`config.mk`:
```
export PLATFORM = sky130hd
export DESIGN_NAME = multi_waveform_oscillator
export DESIGN_NICKNAME = d
export VERILOG_FILES = /design/src/rtl/mwo_pkg.sv /design/src/rtl/mwo_phase.sv /design/src/rtl/mwo_sine.sv /design/src/rtl/multi_waveform_oscillator.sv
export VERILOG_INCLUDE_DIRS = /design/src /design/src/rtl
export SDC_FILE = /design/constraint.sdc
export NUM_CORES = 2
export LEC_CHECK = 0
export ABC_AREA = 0
export BUFFER_PORTS_ARGS = -buffer_cell sky130_fd_sc_hd__buf_2
export CORE_MARGIN = 2
export CORE_UTILIZATION = 30
export DETAILED_ROUTE_END_ITERATION = 8
export PLACE_DENSITY = 0.55
export SYNTH_ARGS = -nofsm -noshare
export SYNTH_HDL_FRONTEND = slang
export SYNTH_SLANG_ARGS = --single-unit
```
`constraint.sdc`:
```
create_clock -name clk_i -period 10.35 [get_ports clk_i]
set_input_delay 1.5525 -clock clk_i [delete_from_list [all_inputs] [get_ports clk_i]]
set_output_delay 1.5525 -clock clk_i [all_outputs]
set_load 0.01 [all_outputs]
```
`src/rtl/multi_waveform_oscillator_macros.svh`:
```
// Assertion helpers, clocked on clk_i and disabled while rst_ni is low.
`ifndef MULTI_WAVEFORM_OSCILLATOR_MACROS_SVH
`define MULTI_WAVEFORM_OSCILLATOR_MACROS_SVH

// Same-cycle implication.
`define MWO_ASSERT_IMP(lbl, ante, cons, msg) \
  lbl: assert property (@(posedge clk_i) disable iff (!rst_ni) (ante) |-> (cons)) \
    else $error(msg);

// Next-cycle implication.
`define MWO_ASSERT_NXT(lbl, ante, cons, msg) \
  lbl: assert property (@(posedge clk_i) disable iff (!rst_ni) (ante) |=> (cons)) \
    else $error(msg);

`endif

```
`src/rtl/mwo_pkg.sv`:
```
`default_nettype none
package mwo_pkg;

  typedef enum logic [1:0] {
    WaveSquare = 2'd0,
    WaveSaw    = 2'd1,
    WaveTri    = 2'd2,
    WaveSine   = 2'd3
  } wave_e;

  typedef struct packed {
    logic       valid;
    logic [7:0] volume;
    wave_e      wave;
  } side_t;

  localparam int unsigned SampleRate   = 16000;
  localparam int unsigned PeriodDen    = 16 * SampleRate;
  localparam int unsigned HalfPeriod   = PeriodDen / 2;
  localparam int unsigned QuarterPer   = PeriodDen / 4;
  localparam int unsigned ThreeQtrPer  = 3 * (PeriodDen / 4);

  // period = 2^11 * 125; residue folding constants 2^k mod 125
  localparam int unsigned ResMod   = 125;
  localparam int unsigned Fold1Mul = 19;
  localparam int unsigned Fold2Mul = 96;
  localparam int unsigned Fold3Mul = 24;
  localparam int unsigned Fold4Mul = 3;

  // floor(x / 125) = (x * Recip) >> Shift over the used ranges
  localparam int unsigned TriRecip = 67109;
  localparam int unsigned TriShift = 23;
  localparam int unsigned AngMul   = 3217;
  localparam int unsigned AngRecip = 8589935;
  localparam int unsigned AngShift = 30;

  localparam int unsigned C0Q15 = 32758;
  localparam int unsigned C1Q15 = 5416;
  localparam int unsigned C2Q15 = 241;

  localparam int unsigned PhaseStages = 4;
  localparam int unsigned SineStages  = 9;
  localparam int unsigned Latency     = PhaseStages + SineStages;

endpackage
`default_nettype wire

```
`src/rtl/mwo_phase.sv`:
```
`default_nettype none
`include "multi_waveform_oscillator_macros.svh"
module mwo_phase (
  input  logic           clk_i,
  input  logic           rst_ni,
  input  mwo_pkg::side_t side_i,
  input  logic [30:0]    sample_time_i,
  input  logic [15:0]    pitch_i,
  output mwo_pkg::side_t side_o,
  output logic [17:0]    resid_o
);

  mwo_pkg::side_t side_q [mwo_pkg::PhaseStages];

  logic [46:0] prod_d, prod_q;
  logic [22:0] fold1_d, fold1_q;
  logic [17:0] fold2;
  logic [12:0] fold3_d, fold3_q;
  logic [8:0]  fold4, res9;
  logic [10:0] low2_q, low3_q;
  logic [17:0] resid_d, resid_q;

  assign prod_d  = 47'(sample_time_i) * 47'(pitch_i);
  assign fold1_d = 23'(prod_q[46:29]) * 23'(mwo_pkg::Fold1Mul) + 23'(prod_q[28:11]);
  assign fold2   = 18'(fold1_q[22:12]) * 18'(mwo_pkg::Fold2Mul) + 18'(fold1_q[11:0]);
  assign fold3_d = 13'(fold2[17:10]) * 13'(mwo_pkg::Fold3Mul) + 13'(fold2[9:0]);
  assign fold4   = 9'(fold3_q[12:7]) * 9'(mwo_pkg::Fold4Mul) + 9'(fold3_q[6:0]);

  always_comb begin
    if (fold4 >= 9'(2 * mwo_pkg::ResMod)) begin
      res9 = fold4 - 9'(2 * mwo_pkg::ResMod);
    end else if (fold4 >= 9'(mwo_pkg::ResMod)) begin
      res9 = fold4 - 9'(mwo_pkg::ResMod);
    end else begin
      res9 = fold4;
    end
  end

  assign resid_d = {res9[6:0], low3_q};

  always_ff @(posedge clk_i or negedge rst_ni) begin
    if (!rst_ni) begin
      for (int i = 0; i < mwo_pkg::PhaseStages; i++) begin
        side_q[i] <= '0;
      end
    end else begin
      side_q[0] <= side_i;
      for (int i = 1; i < mwo_pkg::PhaseStages; i++) begin
        side_q[i] <= side_q[i-1];
      end
    end
  end

  always_ff @(posedge clk_i) begin
    prod_q  <= prod_d;
    fold1_q <= fold1_d;
    low2_q  <= prod_q[10:0];
    fold3_q <= fold3_d;
    low3_q  <= low2_q;
    resid_q <= resid_d;
  end

  assign side_o  = side_q[mwo_pkg::PhaseStages-1];
  assign resid_o = resid_q;

  `MWO_ASSERT_IMP(a_resid_range, side_o.valid, resid_o < 18'(mwo_pkg::PeriodDen), "residue out of range")

endmodule
`default_nettype wire

```
`src/rtl/mwo_sine.sv`:
```
`default_nettype none
`include "multi_waveform_oscillator_macros.svh"
module mwo_sine (
  input  logic               clk_i,
  input  logic               rst_ni,
  input  mwo_pkg::side_t     side_i,
  input  logic [17:0]        resid_i,
  output mwo_pkg::side_t     side_o,
  output logic signed [8:0]  sine_o
);

  mwo_pkg::side_t side_q [mwo_pkg::SineStages];
  logic           sgn_q  [mwo_pkg::SineStages];

  logic [17:0] diff;
  logic [15:0] mag_d, mag_q;
  logic        neg, odd;
  logic [27:0] angp_q;
  logic [46:0] angd_q;
  logic [15:0] r1_q, r2_q, r3_q;
  logic [31:0] rsq_q;
  logic [16:0] y_q;
  logic [24:0] c2y_q;
  logic [12:0] z1abs;
  logic [29:0] z1y_q;
  logic [15:0] z2;
  logic [30:0] rz_q;
  logic [23:0] sv_q;
  logic [8:0]  o9, m9;
  logic [7:0]  mag8;
  logic [8:0]  sine_d;
  logic signed [8:0] sine_q;

  // fold the residue to its distance from the nearest multiple of a half period (0 to a quarter period)
  always_comb begin
    if (resid_i < 18'(mwo_pkg::QuarterPer)) begin
      diff = resid_i;
      neg  = 1'b0;
      odd  = 1'b0;
    end else if (resid_i < 18'(mwo_pkg::HalfPeriod)) begin
      diff = 18'(mwo_pkg::HalfPeriod) - resid_i;
      neg  = 1'b1;
      odd  = 1'b1;
    end else if (resid_i < 18'(mwo_pkg::ThreeQtrPer)) begin
      diff = resid_i - 18'(mwo_pkg::HalfPeriod);
      neg  = 1'b0;
      odd  = 1'b1;
    end else begin
      diff = 18'(mwo_pkg::PeriodDen) - resid_i;
      neg  = 1'b1;
      odd  = 1'b0;
    end
  end

  assign mag_d = diff[15:0];
  assign z1abs = 13'(mwo_pkg::C1Q15) - 13'(c2y_q[24:15]);
  assign z2    = 16'(mwo_pkg::C0Q15) - 16'(z1y_q[29:15]);
  assign o9    = sv_q[23:15];
  assign mag8  = (o9 > 9'd255) ? 8'hFF : o9[7:0];
  assign m9    = {1'b0, mag8};
  assign sine_d = sgn_q[mwo_pkg::SineStages-2] ? (~m9 + 9'd1) : m9;

  always_ff @(posedge clk_i or negedge rst_ni) begin
    if (!rst_ni) begin
      for (int i = 0; i < mwo_pkg::SineStages; i++) begin
        side_q[i] <= '0;
      end
    end else begin
      side_q[0] <= side_i;
      for (int i = 1; i < mwo_pkg::SineStages; i++) begin
        side_q[i] <= side_q[i-1];
      end
    end
  end

  always_ff @(posedge clk_i) begin
    sgn_q[0] <= neg ^ odd;
    for (int i = 1; i < mwo_pkg::SineStages; i++) begin
      sgn_q[i] <= sgn_q[i-1];
    end
    mag_q  <= mag_d;
    angp_q <= 28'(mag_q) * 28'(mwo_pkg::AngMul);
    angd_q <= 47'(angp_q[27:5]) * 47'(mwo_pkg::AngRecip);
    r1_q   <= angd_q[45:mwo_pkg::AngShift];
    rsq_q  <= 32'(angd_q[45:mwo_pkg::AngShift]) * 32'(angd_q[45:mwo_pkg::AngShift]);
    r2_q   <= r1_q;
    y_q    <= rsq_q[31:15];
    c2y_q  <= 25'(rsq_q[31:15]) * 25'(mwo_pkg::C2Q15);
    r3_q   <= r2_q;
    z1y_q  <= 30'(z1abs) * 30'(y_q);
    rz_q   <= 31'(r3_q) * 31'(z2);
    sv_q   <= 24'(rz_q[30:15]) * 24'(side_q[mwo_pkg::SineStages-3].volume);
    sine_q <= $signed(sine_d);
  end

  assign side_o = side_q[mwo_pkg::SineStages-1];
  assign sine_o = sine_q;

  `MWO_ASSERT_IMP(a_mute, side_o.valid && side_o.volume == 8'd0, sine_o == 9'sd0, "sine not muted at zero volume")

endmodule
`default_nettype wire

```
`src/rtl/multi_waveform_oscillator.sv`:
```
// A request taken at a clock edge gives its sample at the end of the pipeline, with done_o high.
// Throughput: one request per cycle; busy_o stays low, the 13-stage pipeline never stalls.
// Period residue by constant folding (4 stages), then 9 stages of sine polynomial; square, saw and
// triangle are computed beside it from the residue. Reset (rst_ni low, asynchronous) clears the
// stage valid bits; no sample follows a request that was in flight at reset.
`default_nettype none
`include "multi_waveform_oscillator_macros.svh"
module multi_waveform_oscillator (
  input  logic              clk_i,
  input  logic              rst_ni,
  input  logic              start_i,
  input  logic [30:0]       sample_time_i,
  input  logic [15:0]       pitch_i,
  input  logic [7:0]        volume_i,
  input  logic [1:0]        wave_type_i,
  output logic              busy_o,
  output logic              done_o,
  output logic signed [8:0] sample_value_o
);

  localparam int unsigned DlyDepth = mwo_pkg::SineStages - 2;

  mwo_pkg::side_t side_in, ph_side, sn_side;
  logic [17:0]    ph_resid;
  logic signed [8:0] sn_value;

  logic [7:0]     vol5_q, vol6_q;
  mwo_pkg::wave_e wave5_q, wave6_q;
  logic [25:0]    rv_q;
  logic [32:0]    tprod;
  logic [9:0]     t_q;
  logic [8:0]     saw;
  logic [7:0]     nsw_d;
  logic [7:0]     dly_q [DlyDepth];

  assign busy_o  = 1'b0;
  assign side_in = '{valid: start_i & ~busy_o, volume: volume_i,
                     wave: mwo_pkg::wave_e'(wave_type_i)};

  mwo_phase u_phase (
    .clk_i         (clk_i),
    .rst_ni        (rst_ni),
    .side_i        (side_in),
    .sample_time_i (sample_time_i),
    .pitch_i       (pitch_i),
    .side_o        (ph_side),
    .resid_o       (ph_resid)
  );

  mwo_sine u_sine (
    .clk_i   (clk_i),
    .rst_ni  (rst_ni),
    .side_i  (ph_side),
    .resid_i (ph_resid),
    .side_o  (sn_side),
    .sine_o  (sn_value)
  );

  // t = floor(2*R*V / period); sawtooth is t/2
  assign tprod = 33'(rv_q[25:10]) * 33'(mwo_pkg::TriRecip);
  assign saw   = t_q[9:1];

  always_comb begin
    case (wave6_q)
      mwo_pkg::WaveSquare: nsw_d = (saw < 9'(vol6_q[7:1])) ? 8'd0 : vol6_q;
      mwo_pkg::WaveSaw:    nsw_d = saw[7:0];
      mwo_pkg::WaveTri: begin
        if (t_q < 10'(vol6_q)) begin
          nsw_d = 8'(10'(vol6_q) - t_q);
        end else begin
          nsw_d = 8'(t_q - 10'(vol6_q));
        end
      end
      default:             nsw_d = 8'd0;
    endcase
  end

  always_ff @(posedge clk_i) begin
    vol5_q   <= ph_side.volume;
    wave5_q  <= ph_side.wave;
    rv_q     <= 26'(ph_resid) * 26'(ph_side.volume);
    vol6_q   <= vol5_q;
    wave6_q  <= wave5_q;
    t_q      <= 10'(tprod >> mwo_pkg::TriShift);
    dly_q[0] <= nsw_d;
    for (int i = 1; i < DlyDepth; i++) begin
      dly_q[i] <= dly_q[i-1];
    end
  end

  assign done_o         = sn_side.valid;
  assign sample_value_o = (sn_side.wave == mwo_pkg::WaveSine) ? sn_value
                                                              : $signed({1'b0, dly_q[DlyDepth-1]});

  `MWO_ASSERT_NXT(a_latency, start_i && !busy_o, ##(mwo_pkg::Latency - 1) done_o, "request lost")
  `MWO_ASSERT_IMP(a_no_spurious, done_o, $past(start_i && !busy_o, mwo_pkg::Latency), "spurious result")
  `MWO_ASSERT_IMP(a_nonsine_sign, done_o && sn_side.wave != mwo_pkg::WaveSine, !sample_value_o[8], "negative non-sine sample")

endmodule
`default_nettype wire
```
== Word level (Yosys, flattened, before mapping) ==
Memory sizes are Yosys's and may differ from the RTL's.
Cells that the tools add are included.
Widths: inputs -> output; s select.

* Add/subtract/negate cells: 14
* Multiply operators: 14
* $lt $le $gt $ge: 8
* Equal/unequal tests: 3
* Muxes and demuxes: 17
* Bitwise gates (word level): 2
* Reduce and logical (&&, ||, !) cells: 1

{| class="wikitable"
|+ Operators by type and width
! kind !! count
|-
| $mux 16 || 3
|-
| $mul 31x16->47 || 1
|-
| $mul 23x24->46 const B || 1
|-
| $mul 16x17->33 const B || 1
|-
| $mul 16x16->32 || 1
|-
| $mux 8 || 4
|-
| $sub 16x16->16 const A || 2
|-
| $mul 16x16->31 || 1
|-
| $mul 13x17->30 || 1
|-
| $mul 16x12->28 const B || 1
|-
| $mul 18x8->26 || 1
|-
| $mul 17x8->25 const B || 1
|-
| $mul 16x8->24 || 1
|-
| $pmux 8 s3 || 1
|-
| $add 23x18->23 || 1
|-
| $mul 18x5->23 const B || 1
|-
| $add 18x12->18 || 1
|-
| $lt 18x16->1 const B || 1
|-
| $lt 18x17->1 const B || 1
|-
| $lt 18x18->1 const B || 1
|-
| $sub 15x15->16 const A || 1
|-
| $sub 16x16->16 const B || 1
|-
| $sub 8x8->8 || 2
|-
| $mux 7 || 2
|-
| 20 further kinds || 27
|}

* Flip-flop bits (word level): 612
* RAM bits: 65
* Output and inout port bits: 11
* Word-level logic and storage cells: 124
* Memories: 2

{| class="wikitable"
|+ Memories
! name !! words !! width !! read ports !! clocked after Yosys merged registers in !! wr ports !! RTL line !! text
|-
| dly_q || 7 || 8 || 7 || 0 || 7 || multi_waveform_oscillator.sv:34 || <nowiki>logic [7:0] dly_q [DlyDepth];</nowiki>
|-
| u_sine.sgn_q || 9 || 1 || 8 || 0 || 9 || mwo_sine.sv:13 || <nowiki>logic sgn_q [mwo_pkg::SineStages];</nowiki>
|}

== Longest topological paths before layout ==
* Depth in word-level cells: 5
* Mapped depth: 30
* Depth with buffers taken out: 27

== Modules after synthesis ==
From an unflattened synthesis, not the netlist that was laid out.

* Cells, all modules: 7,963
* Area total of the unflattened synthesis: 77,932.2 um^2

{| class="wikitable"
|+ By module, submodules not included
! module !! times used !! cells each !! area each (um^2)
|-
| mwo_sine || 1 || 4,493 || 44,426.4
|-
| mwo_phase || 1 || 2,501 || 23,353.6
|-
| multi_waveform_oscillator || 1 || 969 || 10,152.2
|}

== Worst setup path after synthesis ==
No wires, ideal clock.

* Kind: input to register
* Start: input port pitch_i[1]
* End: register u_phase.prod_q[45]
* Setup time: 72 ps
* Arrival: 7,588 ps
* Required time: 10,278 ps
* Path slack: 2,690 ps
* Stages: 24
* Cell sequence: clkbuf_1 nand2_1 fa_1 inv_1 fa_1 inv_1 fa_1 inv_1 fa_1 inv_1 fa_1 inv_1 fa_1 ha_1 inv_1 or3_1 or3b_1 o221ai_1 a21o_1 o21ai_1 o211a_1 o31a_1 o31ai_1 xnor2_1

* Cells in the longest elaborated chain, start to end: 1

{| class="wikitable"
|+ RTL lines
! item !! RTL line !! text
|-
| start, declared || multi_waveform_oscillator.sv:13 || <nowiki>input logic [15:0] pitch_i,</nowiki>
|-
| $mul 31x16->47 || mwo_phase.sv:23 || <nowiki>assign prod_d = 47'(sample_time_i) * 47'(pitch_i);</nowiki>
|-
| via u_phase.prod_d[45] || mwo_phase.sv:15 || <nowiki>logic [46:0] prod_d, prod_q;</nowiki>
|-
| end signal, assigned || mwo_phase.sv:55 || <nowiki>prod_q <= prod_d;</nowiki>
|-
| end, declared || mwo_phase.sv:15 ||
|}

The timed path passes the listed nets, and every way through them passes these cells.
A chain may end at the register's enable or synchronous reset.

== Final worst setup path ==
* Start: input port pitch_i[4]
* End: register u_phase.prod_q[45]

Same word-level chain as after synthesis.

==> impl_results.md <==
- Status: finished clean
- DRT iter0 DRCs: 2048
- DP Wirelength: 134000 um
- Setup Skew: 0.0891 ns
- Sequential Area: 0.0118 mm2
- Cells after synthesis: 7796
- Critical Path RT: 10.97 ns
- Met3 routed WL: 6130 um
- Total core area: between 0.2 and 0.3 mm2
- Maximum clock frequency: between 100 and 150 MHz
- Worst reg-to-reg path cell count: 23
- Top delay family on crit path: adder cells
- Crit path capture: u_phase.prod_q[45]$_DFF_P_
- Slowest cell on crit path: buf_2
- FF-to-FF setup slack: about 2.5 ns
- TritonCTS clock tree: yes
- CP Depth: 22
- Cell row count: 185
- Post-route ant nets: 0
- DR pass1 iterations: 6
- Largest net degree at the start of global routing: a little under 80
- Initial antenna violation count: 10
- Drt wl/cell: 14.8 um
- Commonest non-fill, non-tap cells in the layout: 1766 x inv_1, 1393 x fa_1, 1095 x ha_1
- Port buffer count: 69
- Cells along the critical path: buf_2 > nand2_1 > fa_1 > inv_1 > fa_1 > inv_1 > fa_1 > fa_1 > fa_1 > inv_1 > fa_1 > ha_1 > nand2_1 > or3_1 > or3b_1 > o221ai_1 > a21o_1 > o21ai_1 > o211a_1 > o31a_1 > o31ai_1 > xnor2_1
- Nets: 10.3k
- Startpoint types: input pin
- Final setup violation count: 0
- Top Metal Used: met5
- Die W: 508 um
- WS Path Type: in -> reg
- Post-Syn Area: 0.0763 mm2
- Multi-input logic area: 0.0571 mm2
- Cts hold-fix bufs: 0
- Number of synthesized register bits: 556
- Met1 WL: between 70000 and 80000 um
- Filler Cell Count: 25.9k
- Synth unique cells: between 80 and 90
- Tcrit/Tclk final: around three quarters
- Vias in the first global route: 55.7k
- Biggest cell delay along the critical path: 0.59 ns
- Final wirelength: 165000 um
- EDFF count, synth: 0
- Post-route DRC violation count: 0
- Routed via count: 50.4k
- CTS Buffer Depth: 3
- Die Y: 508 um
- Layout area overhead: 7.97%
- I/O Pins: 71
- RSZ-0062 raised after global routing: no
- Skew-Pair Late Insertion Delay: 0.70 ns
- First-pass GRT wire length: between 200000 and 300000 um
- Final Hold Fails: 0
- CP dominant cell by count: fa_1
- CP Capture Type: register
- Worst-path clk slew: 0.07 ns
- Hold WC Path Type: reg -> reg
- Setup crit start: pitch_i[4]
- WP buf/inv: 4
- R2R Path Start: u_sine.z1y_q[15]$_DFF_P_
- Syn_nets: 10.3k
- Num Clock Sinks: ~560
- Overflow after GRT: 0
- Post-cts resize count: 0
- Syn avg cell area: 9.79 um2
- Crit-path max FO: 31
- Clock root buffer: clkbuf_16
- Post-route minimum period: 7.85 ns
- Starting density of the core: between 30% and 40%
- Num CTS Buffers: 61
- Layout cells sized above 1: 3.23%
- Met2 wire len: 81100 um
- TNS Setup: 0 ns
- Post-synth ARST share: 22.8%
- Global placement routability congestion: 0.834
- Drt via density: roughly 4.5
- Most common cell after layout, fill and taps aside: inv_1
- Arrival time at the worst endpoint: 8.47 ns
- Ys Warns: 0
- Slew margin rel.: 31.4%
- Max-Cap Viols: 0
- RR Endpoint: u_sine.rz_q[29]$_DFF_P_
- Die ar.: 0.258 mm2
- Register area share after synthesis: 15.4%
- Slew @ Worst Pin: about 1 ns
- Most used DFF post-synth: dfxtp_1
- Max-slew violations: 0
- Postcts setup bufs: 0
- Clock H-tree levels: 2
- GR Util All Layers: 13.2%
[per-layer routing]
layer  up-vias  GRT usage (%)
li1      23600              -
met2       931           23.3
met1     25600           17.4
met5         -              0
met3       234           1.33
met4         2           2.99
[stage by stage]
stage / setup WS (ns) / area, um2 / instances / hold WS, ns / utilization [%]
5_1_grt: 2.04 / 82400 / 11200 / 0.244 / 32.5
4_1_cts: 2.43 / 82400 / 11200 / 0.220 / 32.5
3_3_place_gp: 1.90 / 80300 / 11000 / 0.310 / 31.7
3_5_place_dp: 1.77 / 80300 / 11000 / 0.312 / 31.7
6_report: 2.50 / 82400 / 11200 / 0.255 / 32.5
2_1_floorplan: 2.69 / 76300 / 7796 / 0.310 / -
[flip-flops by register name, indices dropped and copies added (netlist names), 11 cells and up]
register,cells
dly_q,56
rv_q,16
u_phase.fold1_q,23
u_phase.fold3_q,13
u_phase.low2_q,11
u_phase.low3_q,11
u_phase.prod_q,47
u_phase.resid_o,18
u_phase.side_o,11
u_phase.side_q,33
u_sine.angd_q,16
u_sine.angp_q,23
u_sine.mag_q,16
u_sine.r1_q,16
u_sine.r2_q,16
u_sine.r3_q,16
u_sine.rsq_q,17
u_sine.rz_q,16
u_sine.side_q,80
u_sine.y_q,17
u_sine.z1y_q,15
[how the worst min path moves through the flow]
stage	from	endpoint	slack (ns)	cells past startpoint
floorplan	dly_q[0][0]$_DFF_P_	dly_q[1][0]$_DFF_P_	0.31	0
global placement	u_sine.r2_q[5]$_DFF_P_	u_sine.r3_q[5]$_DFF_P_	0.31	0
detailed placement	dly_q[2][1]$_DFF_P_	dly_q[3][1]$_DFF_P_	0.31	0
CTS	u_sine.r2_q[9]$_DFF_P_	u_sine.r3_q[9]$_DFF_P_	0.22	0
global route	u_sine.r2_q[9]$_DFF_P_	u_sine.r3_q[9]$_DFF_P_	0.24	0
finish	u_sine.r2_q[9]$_DFF_P_	u_sine.r3_q[9]$_DFF_P_	0.26	0
[synthesized netlist by cell type (95+ instances only)]
master       n  area (um2)
a21oi_1    192         961
and2_1     463        2900
clkbuf_1   211         792
dfrtp_1    127        3180
dfxtp_1    429        8590
fa_1      1393       27900
ha_1      1095       13700
inv_1     1766        6630
nand2_1    898        3370
nor2_1     177         664
o21ai_0     95         475
xnor2_1    173        1520
[kinds of logic after synthesis]
group | count (synthesis) | share of synthesized area (%)
AND/OR/NAND/NOR | 1885 | 11.9
buffers and inverters | 1981 | 9.75
XOR/XNOR | 253 | 2.91
flip-flops | 556 | 15.4
adder cells (fa/ha/maj) | 2488 | 54.5
AO/OA/AOI/OAI | 613 | 5.27
other | 1 | 0.00491
multiplexers | 19 | 0.282
[area by class of cell]
type / instances / share of cell area (%)
clock inverters: 39 / 0.519
repair buffers: 94 / 0.655
multi-input cells: 5259 / 69.4
well taps: 3366 / 5.11
clock buffers: 76 / 2.03
inverters: 1766 / 8.05
flip-flops and latches: 556 / 14.3
diodes: 1 / 0.00304
Power is not shown: default switching activity piles up to over one toggle a cycle in this logic, so the estimate is an artifact.
